<file path="src/design/tga_rle_pixel_decoder_macros.svh">
// Assertion macros used by the decoder's top-level RTL file.
`ifndef TGA_RLE_PIXEL_DECODER_MACROS_SVH
`define TGA_RLE_PIXEL_DECODER_MACROS_SVH

// The consequent must hold in the same cycle as the antecedent.
`define TGARLE_ASSERT_SAME(label, ante, cons, msg) \
    label: assert property (@(posedge clk) disable iff (!rst_n) (ante) |-> (cons)) \
        else $error(msg);

// The consequent must hold in the cycle after the antecedent.
`define TGARLE_ASSERT_NEXT(label, ante, cons, msg) \
    label: assert property (@(posedge clk) disable iff (!rst_n) (ante) |=> (cons)) \
        else $error(msg);

`endif

</file>
<file path="src/design/tgarle_pkg.sv">
// Types and constants shared by the TGA RLE pixel decoder modules.
package tgarle_pkg;

    localparam int unsigned RUN_BIT = 7;
    localparam logic [2:0] BPP_THREE = 3'd3;
    localparam logic [2:0] BPP_FOUR = 3'd4;

    localparam logic        RLE_MODE_RST = 1'b0;
    localparam logic [2:0]  PIXEL_BYTES_RST = 3'd4;
    localparam logic [31:0] PIXEL_TOTAL_RST = 32'd1;

    typedef enum logic [1:0] {
        REG_RLE_MODE    = 2'd0,
        REG_PIXEL_BYTES = 2'd1,
        REG_PIXEL_TOTAL = 2'd2
    } reg_idx_t;

    typedef struct packed {
        logic        rle_mode;
        logic [2:0]  pixel_bytes;
        logic [31:0] pixel_total;
    } cfg_t;

    // One decoded pixel as handed from the front end to the back end.
    typedef struct packed {
        logic [23:0] gather;
        logic [7:0]  last_byte;
        logic        four_byte;
        logic [7:0]  rep;
        logic        last;
    } tok_t;

    typedef struct packed {
        logic [7:0] red;
        logic [7:0] green;
        logic [7:0] blue;
        logic [7:0] alpha;
        logic [7:0] rep;
        logic       done;
    } res_t;

    typedef struct packed {
        logic complete;
        logic tok_push;
    } front_stat_t;

endpackage

</file>
<file path="src/design/tgarle_front.sv">
// Front end: packet parsing, pixel byte gathering and pixel counting.
module tgarle_front import tgarle_pkg::*;
(
    input  logic        clk,
    input  logic        rst_n,
    input  cfg_t        cfg,
    input  logic        byte_valid,
    input  logic [7:0]  data_byte,
    input  logic        tok_full,
    output tok_t        tok,
    output front_stat_t stat
);

    logic        hdr_reg, hdr_next;
    logic        run_reg, run_next;
    logic [7:0]  left_reg, left_next;
    logic [1:0]  slot_reg, slot_next;
    logic [23:0] gather_reg, gather_next;
    logic [31:0] done_reg, done_next;

    logic        accept;
    logic        four;
    logic        complete;
    logic [2:0]  slot_inc;
    logic [2:0]  bpp;
    logic [7:0]  left_eff;
    logic [7:0]  rep_raw;
    logic [31:0] remaining;
    logic        clip;
    logic        last;
    logic        tok_push;

    always_comb
    begin
        accept = byte_valid && !tok_full;
        four = (cfg.pixel_bytes != BPP_THREE);
        bpp = four ? BPP_FOUR : BPP_THREE;
        complete = (done_reg >= cfg.pixel_total);
        slot_inc = {1'b0, slot_reg} + 3'd1;
        left_eff = (left_reg == 8'd0) ? 8'd1 : left_reg;
        rep_raw = (cfg.rle_mode && run_reg) ? left_eff : 8'd1;

        // A run never goes past the end of the image.
        remaining = cfg.pixel_total - done_reg;
        clip = (remaining[31:8] == 24'd0) && (remaining[7:0] < rep_raw);
        last = clip || (remaining == {24'd0, rep_raw});

        hdr_next = hdr_reg;
        run_next = run_reg;
        left_next = left_reg;
        slot_next = slot_reg;
        gather_next = gather_reg;
        done_next = done_reg;
        tok_push = 1'b0;

        if (accept && !complete)
        begin
            if (cfg.rle_mode && hdr_reg)
            begin
                run_next = data_byte[RUN_BIT];
                left_next = {1'b0, data_byte[6:0]} + 8'd1;
                hdr_next = 1'b0;
                slot_next = 2'd0;
            end
            else if (slot_inc < bpp)
            begin
                case (slot_reg)
                    2'd0:    gather_next[7:0] = data_byte;
                    2'd1:    gather_next[15:8] = data_byte;
                    default: gather_next[23:16] = data_byte;
                endcase
                slot_next = slot_inc[1:0];
            end
            else
            begin
                slot_next = 2'd0;
                tok_push = 1'b1;
                if (cfg.rle_mode)
                begin
                    if (run_reg)
                    begin
                        left_next = 8'd0;
                        hdr_next = 1'b1;
                    end
                    else
                    begin
                        left_next = left_eff - 8'd1;
                        hdr_next = (left_eff == 8'd1);
                    end
                end
                done_next = last ? cfg.pixel_total : done_reg + {24'd0, rep_raw};
            end
        end

        tok.gather = gather_reg;
        tok.last_byte = data_byte;
        tok.four_byte = four;
        tok.rep = clip ? remaining[7:0] : rep_raw;
        tok.last = last;

        stat.complete = complete;
        stat.tok_push = tok_push;
    end

    always_ff @(posedge clk or negedge rst_n)
    begin
        if (!rst_n)
        begin
            hdr_reg <= 1'b1;
            run_reg <= 1'b0;
            left_reg <= 8'd0;
            slot_reg <= 2'd0;
            gather_reg <= 24'd0;
            done_reg <= 32'd0;
        end
        else
        begin
            hdr_reg <= hdr_next;
            run_reg <= run_next;
            left_reg <= left_next;
            slot_reg <= slot_next;
            gather_reg <= gather_next;
            done_reg <= done_next;
        end
    end

endmodule

</file>
<file path="src/design/tgarle_queue.sv">
// Two-entry queue of decoded pixels between the front end and the back end.
module tgarle_queue import tgarle_pkg::*;
(
    input  logic clk,
    input  logic rst_n,
    input  logic push,
    input  tok_t din,
    output logic full,
    input  logic pop,
    output tok_t dout,
    output logic empty
);

    tok_t       entry_reg [2];
    logic       wr_ptr_reg, wr_ptr_next;
    logic       rd_ptr_reg, rd_ptr_next;
    logic [1:0] count_reg, count_next;
    logic       do_push;
    logic       do_pop;

    always_comb
    begin
        full = (count_reg == 2'd2);
        empty = (count_reg == 2'd0);
        do_push = push && !full;
        do_pop = pop && !empty;
        dout = entry_reg[rd_ptr_reg];
        wr_ptr_next = do_push ? !wr_ptr_reg : wr_ptr_reg;
        rd_ptr_next = do_pop ? !rd_ptr_reg : rd_ptr_reg;
        count_next = count_reg + {1'b0, do_push} - {1'b0, do_pop};
    end

    always_ff @(posedge clk)
    begin
        if (do_push)
        begin
            entry_reg[wr_ptr_reg] <= din;
        end
    end

    always_ff @(posedge clk or negedge rst_n)
    begin
        if (!rst_n)
        begin
            wr_ptr_reg <= 1'b0;
            rd_ptr_reg <= 1'b0;
            count_reg <= 2'd0;
        end
        else
        begin
            wr_ptr_reg <= wr_ptr_next;
            rd_ptr_reg <= rd_ptr_next;
            count_reg <= count_next;
        end
    end

endmodule

</file>
<file path="src/design/tgarle_back.sv">
// Back end: channel reordering into RGBA and the result queue.
module tgarle_back import tgarle_pkg::*;
(
    input  logic clk,
    input  logic rst_n,
    input  tok_t tok,
    input  logic tok_empty,
    output logic tok_pop,
    input  logic pop,
    output res_t res,
    output logic empty
);

    res_t       entry_reg [2];
    logic       wr_ptr_reg, wr_ptr_next;
    logic       rd_ptr_reg, rd_ptr_next;
    logic [1:0] count_reg, count_next;
    logic       do_pop;
    res_t       conv;

    always_comb
    begin
        // BGR pixels take red from the final byte; BGRA pixels take alpha from it.
        conv.blue = tok.gather[7:0];
        conv.green = tok.gather[15:8];
        conv.red = tok.four_byte ? tok.gather[23:16] : tok.last_byte;
        conv.alpha = tok.four_byte ? tok.last_byte : 8'd0;
        conv.rep = tok.rep;
        conv.done = tok.last;

        tok_pop = !tok_empty && (count_reg != 2'd2);
        empty = (count_reg == 2'd0);
        do_pop = pop && !empty;
        res = entry_reg[rd_ptr_reg];
        wr_ptr_next = tok_pop ? !wr_ptr_reg : wr_ptr_reg;
        rd_ptr_next = do_pop ? !rd_ptr_reg : rd_ptr_reg;
        count_next = count_reg + {1'b0, tok_pop} - {1'b0, do_pop};
    end

    always_ff @(posedge clk)
    begin
        if (tok_pop)
        begin
            entry_reg[wr_ptr_reg] <= conv;
        end
    end

    always_ff @(posedge clk or negedge rst_n)
    begin
        if (!rst_n)
        begin
            wr_ptr_reg <= 1'b0;
            rd_ptr_reg <= 1'b0;
            count_reg <= 2'd0;
        end
        else
        begin
            wr_ptr_reg <= wr_ptr_next;
            rd_ptr_reg <= rd_ptr_next;
            count_reg <= count_next;
        end
    end

endmodule

</file>
<file path="src/design/tga_rle_pixel_decoder.sv">
// Top level of the TGA RLE pixel decoder: configuration registers and datapath.
//
// Channel   Handshake              Payload
// input     push / full            data_byte
// result    pop / empty            red, green, blue, alpha, repeat_res, image_done
// config    APB write/read         rle_mode @0x0, pixel_bytes @0x4, pixel_total @0x8
//
// One byte is accepted per cycle while full is low; a byte that completes a pixel goes
// into the pixel queue, then the result queue, whose head drives the result ports for pop.
// Packet state and the pixel count are updated in the front end in the cycle a byte arrives.
// Reset clears all decoding state and puts the registers at their reset values.
// Each side stalls on its own: full rises only when the pixel queue holds two entries.
`include "tga_rle_pixel_decoder_macros.svh"

module tga_rle_pixel_decoder import tgarle_pkg::*;
(
    input  logic        clk,
    input  logic        rst_n,
    input  logic        psel,
    input  logic        penable,
    input  logic        pwrite,
    input  logic [3:0]  paddr,
    input  logic [31:0] pwdata,
    output logic [31:0] prdata,
    output logic        pready,
    input  logic        push,
    input  logic [7:0]  data_byte,
    output logic        full,
    input  logic        pop,
    output logic        empty,
    output logic [7:0]  red,
    output logic [7:0]  green,
    output logic [7:0]  blue,
    output logic [7:0]  alpha,
    output logic [7:0]  repeat_res,
    output logic        image_done
);

    cfg_t        cfg_reg, cfg_next;
    reg_idx_t    reg_idx;
    logic        cfg_write;
    tok_t        tok_in;
    tok_t        tok_out;
    front_stat_t stat;
    logic        tok_full;
    logic        tok_empty;
    logic        tok_pop;
    res_t        res;

    always_comb
    begin
        pready = 1'b1;
        reg_idx = reg_idx_t'(paddr[3:2]);
        cfg_write = psel && penable && pwrite && pready;
        cfg_next = cfg_reg;
        prdata = 32'd0;
        unique case (reg_idx)
            REG_RLE_MODE:
            begin
                prdata = {31'd0, cfg_reg.rle_mode};
                if (cfg_write)
                begin
                    cfg_next.rle_mode = pwdata[0];
                end
            end
            REG_PIXEL_BYTES:
            begin
                prdata = {29'd0, cfg_reg.pixel_bytes};
                if (cfg_write)
                begin
                    cfg_next.pixel_bytes = pwdata[2:0];
                end
            end
            REG_PIXEL_TOTAL:
            begin
                prdata = cfg_reg.pixel_total;
                if (cfg_write)
                begin
                    cfg_next.pixel_total = pwdata;
                end
            end
            default:
            begin
                prdata = 32'd0;
            end
        endcase
    end

    always_ff @(posedge clk or negedge rst_n)
    begin
        if (!rst_n)
        begin
            cfg_reg.rle_mode <= RLE_MODE_RST;
            cfg_reg.pixel_bytes <= PIXEL_BYTES_RST;
            cfg_reg.pixel_total <= PIXEL_TOTAL_RST;
        end
        else
        begin
            cfg_reg <= cfg_next;
        end
    end

    tgarle_front u_front
    (
        .clk        (clk),
        .rst_n      (rst_n),
        .cfg        (cfg_reg),
        .byte_valid (push),
        .data_byte  (data_byte),
        .tok_full   (tok_full),
        .tok        (tok_in),
        .stat       (stat)
    );

    tgarle_queue u_queue
    (
        .clk   (clk),
        .rst_n (rst_n),
        .push  (stat.tok_push),
        .din   (tok_in),
        .full  (tok_full),
        .pop   (tok_pop),
        .dout  (tok_out),
        .empty (tok_empty)
    );

    tgarle_back u_back
    (
        .clk       (clk),
        .rst_n     (rst_n),
        .tok       (tok_out),
        .tok_empty (tok_empty),
        .tok_pop   (tok_pop),
        .pop       (pop),
        .res       (res),
        .empty     (empty)
    );

    always_comb
    begin
        full = tok_full;
        red = res.red;
        green = res.green;
        blue = res.blue;
        alpha = res.alpha;
        repeat_res = res.rep;
        image_done = res.done;
    end

    `TGARLE_ASSERT_SAME(a_rep_nonzero, !empty, repeat_res != 8'd0, "result with zero repeat")
    `TGARLE_ASSERT_SAME(a_no_pixel_after_end, stat.complete, !stat.tok_push, "pixel after image end")
    `TGARLE_ASSERT_SAME(a_done_means_complete, !empty && image_done, stat.complete, "image_done without completed count")
    `TGARLE_ASSERT_NEXT(a_pixel_reaches_queue, stat.tok_push, !tok_empty, "pixel lost before queue")

endmodule

</file>
<file path="config.mk">
export PLATFORM = sky130hd
export DESIGN_NAME = tga_rle_pixel_decoder
export DESIGN_NICKNAME = d
export VERILOG_FILES = /design/src/design/tgarle_pkg.sv /design/src/design/tgarle_front.sv /design/src/design/tgarle_queue.sv /design/src/design/tgarle_back.sv /design/src/design/tga_rle_pixel_decoder.sv
export VERILOG_INCLUDE_DIRS = /design/src /design/src/design
export SDC_FILE = /design/constraint.sdc
export NUM_CORES = 1
export LEC_CHECK = 0
export ABC_AREA = 1
export BUFFER_PORTS_ARGS = -buffer_cell sky130_fd_sc_hd__buf_2
export CORE_AREA = 2 2 148 222
export CTS_CLUSTER_DIAMETER = 30
export DETAILED_ROUTE_END_ITERATION = 16
export DIE_AREA = 0 0 150 224
export PLACE_DENSITY = 0.78
export SKIP_LAST_GASP = 1
export SLEW_MARGIN = 40
export SYNTH_ARGS = -nofsm -noshare
export SYNTH_HDL_FRONTEND = slang
export SYNTH_SLANG_ARGS = --single-unit
</file>
<file path="constraint.sdc">
create_clock -name clk -period 5.95 [get_ports clk]
set_clock_uncertainty 0.05 [all_clocks]
set_input_delay 0.595 -clock clk [delete_from_list [all_inputs] [get_ports clk]]
set_output_delay 0.595 -clock clk [all_outputs]
set_load 0.01 [all_outputs]
</file>
# --- Word level (Yosys, flattened, before mapping) ---
# Memories as Yosys holds them, arrays and structs flattened.
# Index checks and enable logic that the tools add are counted.
op_classes:
  mux: 25
  n_eq_ne: 9
  magnitude_cmp: 3
  addsub: 9
  bitwise_logic: 3
  reduce_logical: 37
ops:
  columns: ["cell", "n"]
  rows:
  - ["32-bit case mux with 3 select lines", 1]
  - ["8-bit 2-to-1 mux", 9]
  - ["32-bit by 8-bit adder with 32-bit output", 1]
  - ["32-bit by 8-bit == test with 1-bit output", 1]
  - ["32-bit >= comparator", 1]
  - ["32-bit 2-to-1 mux", 1]
  - ["32-bit subtractor", 1]
  - ["24-bit logical NOT", 1]
  - ["4-bit AND reduction", 3]
  - ["1-bit logical AND", 11]
  - ["1-bit 2-to-1 mux", 11]
  - ["7-bit by 1-bit adder with 8-bit output, second input constant", 1]
  - ["8-bit by 1-bit == test with 1-bit output, second input constant", 1]
  - ["1-bit logical NOT", 8]
  - ["2-bit logical NOT", 4]
  - ["8-bit logical NOT", 1]
  - ["8-bit < comparator", 1]
  - ["2-bit AND reduction", 4]
  - ["8-bit by 1-bit subtractor with 8-bit output, second input constant", 1]
  - ["3-bit AND reduction", 2]
  - ["2-bit by 1-bit adder with 2-bit output", 2]
  - ["2-bit by 1-bit == test with 1-bit output, second input constant", 2]
  - ["2-bit == test, second input constant", 2]
  - ["2-bit 2-to-1 mux", 2]
  - ["other kinds (11)", 14]
word_totals:
  n_memories: 2
  ff_bits: 112
  ram_bits: 166
  in_bits: 51
  word_cells: 105
memory_table:
  columns: ["name", "words", "width", "rd", "rd_clocked_by_memory_dff", "write_ports", "line_no", "text"]
  rows:
  - ["u_queue.entry_reg", 2, 42, 1, 0, 1, "tgarle_queue.sv:14", "tok_t entry_reg [2];"]
  - ["u_back.entry_reg", 2, 41, 1, 0, 1, "tgarle_back.sv:14", "res_t entry_reg [2];"]

# --- Logic depth before layout (Yosys ltp) ---
depth:
  depth_word: 9
  ltp_mapped: 24

# --- Modules after synthesis ---
# A second synthesis with hierarchy kept.
unflattened:
  hier_cells: 2095
  hier_area_um2: 16527.1
modules_own_cells:
  columns: ["module", "area_each_um2", "instances", "seq_area_each_um2", "cells_per_inst"]
  rows:
  - ["tgarle_front", 7928.9, 1, 1702.9, 1312]
  - ["tgarle_back", 3463.3, 1, 2562.5, 291]
  - ["tgarle_queue", 3320.7, 1, 2622.5, 253]
  - ["tga_rle_pixel_decoder", 1814.2, 1, 903.4, 239]

# --- Worst setup path after synthesis ---
# OpenSTA, ideal clock, no wires.
synth_path:
  path_kind: "flip-flop to flip-flop"
  from: "register cfg_reg[0] in the netlist's numbering"
  to: "memory u_queue.entry_reg[0][0] in the netlist's numbering (enable)"
  path_slack_ns: 1.089
  arrival_ns: 4.369
  stages_incl_launch_ff: 18
  period_less_slack_ns: 4.861
  setup_ns: 0.442
  path_cell_list: "dfstp_2 -> inv_1 -> ha_1 -> fa_1 -> inv_1 -> nand3_1 -> nand3_2 -> nand2_1 -> nand2_2 -> nand2_1 -> nand3_2 -> nand2_2 -> a211oi_4 -> nand2_4 -> nor2_8 -> inv_2 -> buf_6 -> nor2_1"
synth_via:
  elab_chain_cells: 7
synth_lines:
  columns: ["item", "line_no", "text"]
  rows:
  - ["from (decl)", "tga_rle_pixel_decoder.sv:39", "cfg_t cfg_reg, cfg_next;"]
  - ["from (signal assigned)", "tga_rle_pixel_decoder.sv:99", "cfg_reg <= cfg_next;"]
  - ["32-bit >= comparator", "tgarle_front.sv:38", "complete = (done_reg >= cfg.pixel_total);"]
  - ["1-bit logical NOT", "tgarle_front.sv:56", "if (accept && !complete)"]
  - ["1-bit logical AND", "tgarle_front.sv:56", null]
  - ["1-bit 2-to-1 mux", "tgarle_front.sv:56", null]
  - ["1-bit logical AND", "tgarle_queue.sv:25", "do_push = push && !full;"]
  - ["1-bit 2-to-1 mux", "tgarle_queue.sv:35", "if (do_push)"]
  - ["1-bit 2-to-1 mux (not written as such)", "tgarle_queue.sv:37", "entry_reg[wr_ptr_reg] <= din;"]
  - ["to (decl)", "tgarle_queue.sv:14", null]
# No other way between the ends.

# --- Final worst setup path ---
layout_path:
  from: "register cfg_reg[0] in the netlist's numbering"
  to: "register u_front.done_reg[20]"
layout_via:
  elab_chain_cells: 5
layout_lines:
  columns: ["item", "line_no", "text"]
  rows:
  - ["32-bit subtractor", "tgarle_front.sv:44", "remaining = cfg.pixel_total - done_reg;"]
  - ["8-bit < comparator or 24-bit logical NOT (tied branches)", "tgarle_front.sv:45", "clip = (remaining[31:8] == 24'd0) && (remaining[7:0] < rep_raw);"]
  - ["1-bit logical AND", "tgarle_front.sv:45", null]
  - ["1-bit logical OR", "tgarle_front.sv:46", "last = clip || (remaining == {24'd0, rep_raw});"]
  - ["32-bit 2-to-1 mux", "tgarle_front.sv:91", "done_next = last ? cfg.pixel_total : done_reg + {24'd0, rep_raw};"]
  - ["to (signal assigned)", "tgarle_front.sv:123", "done_reg <= done_next;"]
  - ["to (decl)", "tgarle_front.sv:19", "logic [31:0] done_reg, done_next;"]
# Several ways; a longest one is shown, not always the timed one.
# A chain may end at the register's enable or synchronous reset.

==> metrics.cfg <==
[synth]
avgSynthCellArea_um2=8.17
async_reset_ff_frac=0.403
synth.distinct_cells=49
synth_edf_count=166
yosysSeqAreaShare=0.499
synth_top_area_share=0.319
yosys-top-cells-count=693 x nand2_1, 283 x inv_1, 166 x edfxtp_1
yosys.area.top_type=edfxtp_1
yosys_register_bits=278
syn_nets=2024
synth-warning-count=0
syn_inst=1911
netlist_area_mm2=0.0156
synth_ff_type=edfxtp_1
synth_most_common_cell=nand2_1
synth_area_leaders=edfxtp_1 32%, dfrtp_1 17%, nand2_1 17%

[placed_design]
io_buffers=123
dp.cells=2409
dp_slack_ns=1.50
hpwlAfterDp_um=30100
gp_congestion=0.982

[final_layout]
register_area_mm2=0.00779
multiInputGateArea_mm2=0.00649
layout.cells.non_filler=2479
nets=2152
fin_util=0.568
num_antenna_cells=0
largest_register_ff_count=84
layout-drive-gt1-share=0.124
area_delta_synth_final_pct=15.1
nFillCells=2782

[route]
wl_per_cell_um=16.0
drt_iter0_drc=645
dr.pass1.iters=7
drc=0
ant_nets=0
via_per_inst=5.15
dr_total_vias=12800
routed_wl_um=39600

[floorplan]
die_x_um=150
die_area_mm2=0.0336
ios=127
placementRows=80
initial_core_util=0.493
die_h_um=224
core-area_mm2=0.0316

[cts]
clock-sinks=278
cts_buffer_depth=3
cts-root-buf=clkbuf_16
clock_latency_ns=0.53
cts_tree=done
path_clk_slew_ns=0.06
cts_made_buffers=38
cts_hold_buf=0
ctsResizeCount=0
post-cts-setup-buffers=0
h-tree-depth=2

[global_routing]
met3_usage=0.0301
grt_first_pass_wirelength_um=62800
grt_use_total=0.240
grt_pass1_vias=12400
overflow=0
grt_max_degree=65
antenna_found_initial=0
use_met1=0.238
busiest_layer=met2
grt_util_met2=0.459

[hold_path]
hold_class=in -> async

[sta]
fin_ws_ns=1.42
final_hold_viol_count=0
tightest_slew_ns=0.812
fmax_ghz=0.221
finalSetupTns_ns=0
maxSlewHeadroom=0.458
fin_crit_sh=0.761
fin_crit_ns=4.53
rsz0062_at_grt=false
finalSetupViolations=0
maxSlewViolCount=0

[critical_path]
reg2reg_to=u_front.done_reg[20]$_DFFE_PN0N_
cp-start-kind=register
cp.required_ns=6.36
crit_type=reg -> reg
rr_worst_depth=18
r2r_setup_slack_ns=1.42
worstPathArrival_ns=4.94
crit-reg2reg-launch=cfg_reg[0]$_DFFE_PN1P_
worstPathMaxFanout=33
cp-end-kind=register

[status]
status=completed

[power_and_ir_drop]
powerDensity_mw_per_mm2=465
fin_total_pwr_uw=8350
irDropWorstVdd_mv=0.237
power_leakage_uw=0.00877

[flow_run]
drv_cap=0

==> placed cells by master (no fill, tap or decap), types with 9 or more instances in the layout <==
cell type / instances
nand2_1: 693
inv_1: 283
edfxtp_1: 166
buf_2: 122
nor2_1: 121
dfrtp_1: 109
nand3_1: 78
o21ai_0: 68
ha_1: 60
nand4_1: 48
xor2_1: 41
clkbuf_16: 38
a21oi_1: 31
o21ai_1: 25
nor3_1: 17
buf_4: 12
xnor2_1: 11
or2_2: 10
o211ai_1: 9
==> critical path: stages, from the launching register on <==
cell,delay (ns)
dfstp_2,0.51
inv_1,0.11
ha_1,0.27
fa_1,0.42
inv_1,0.11
nand2_1,0.06
nand3_1,0.21
xor2_1,0.27
ha_1,0.28
nand2_1,0.10
inv_1,0.05
nand3_1,0.09
o221ai_1,0.23
o21ai_2,0.11
buf_4,0.39
nand3_2,0.70
nand2_1,0.25
nand3_1,0.11
nand2_1,0.09
==> routing by layer <==
metal  vias to the layer above  part of all wire  wire, um
met3                       127             0.039      1540
li1                       6372                 -         -
met4                         0             0.075      2980
met5                         -                 0         0
met2                       372              0.53     21200
met1                      5887              0.35     13900
==> cell families after synthesis <==
logic type	after synthesis	synth area share
AO/OA/AOI/OAI	158	0.0568
adder cells (fa/ha/maj)	62	0.0507
buffers and inverters	342	0.0876
multiplexers	8	0.00513
XOR/XNOR	52	0.0292
AND/OR/NAND/NOR	1010	0.271
other	1	0.000240
flip-flops	278	0.499
==> through the flow <==
step,hold WS [ns],cell area [um2]
2_1_floorplan,0.249,15600
3_3_place_gp,0.399,16600
3_5_place_dp,0.406,16700
4_1_cts,0.0524,17900
5_1_grt,0.0947,18000
6_report,0.0504,18000
==> power breakdown <==
part	leakage (uW)	switching (uW)	internal [uW]
Combinational	0.00522	2090	1060
Clock	0.000601	907	1250
Sequential	0.00294	251	2800
==> layout make-up <==
type,instances,area share
clock inverters,27,0.0142
well taps,410,0.0286
repair buffers,139,0.0458
flip-flops and latches,278,0.434
clock buffers,43,0.0551
multi-input cells,1291,0.361
inverters,291,0.0609
==> worst max path at each step <==
stage	start	end	cells past startpoint
after floorplan	cfg_reg[0]$_DFFE_PN1P_	u_queue.entry_reg[0][0]$_DFFE_PP_	17
after CTS	cfg_reg[0]$_DFFE_PN1P_	u_front.done_reg[9]$_DFFE_PN0N_	18
after detailed placement	cfg_reg[0]$_DFFE_PN1P_	u_front.done_reg[7]$_DFFE_PN0N_	18
after global placement	cfg_reg[0]$_DFFE_PN1P_	u_front.done_reg[2]$_DFFE_PN0N_	18
final	cfg_reg[0]$_DFFE_PN1P_	u_front.done_reg[20]$_DFFE_PN0N_	18
after global routing	cfg_reg[0]$_DFFE_PN1P_	u_front.done_reg[28]$_DFFE_PN0N_	18
Note: power is estimated with default switching activity, not from simulation.
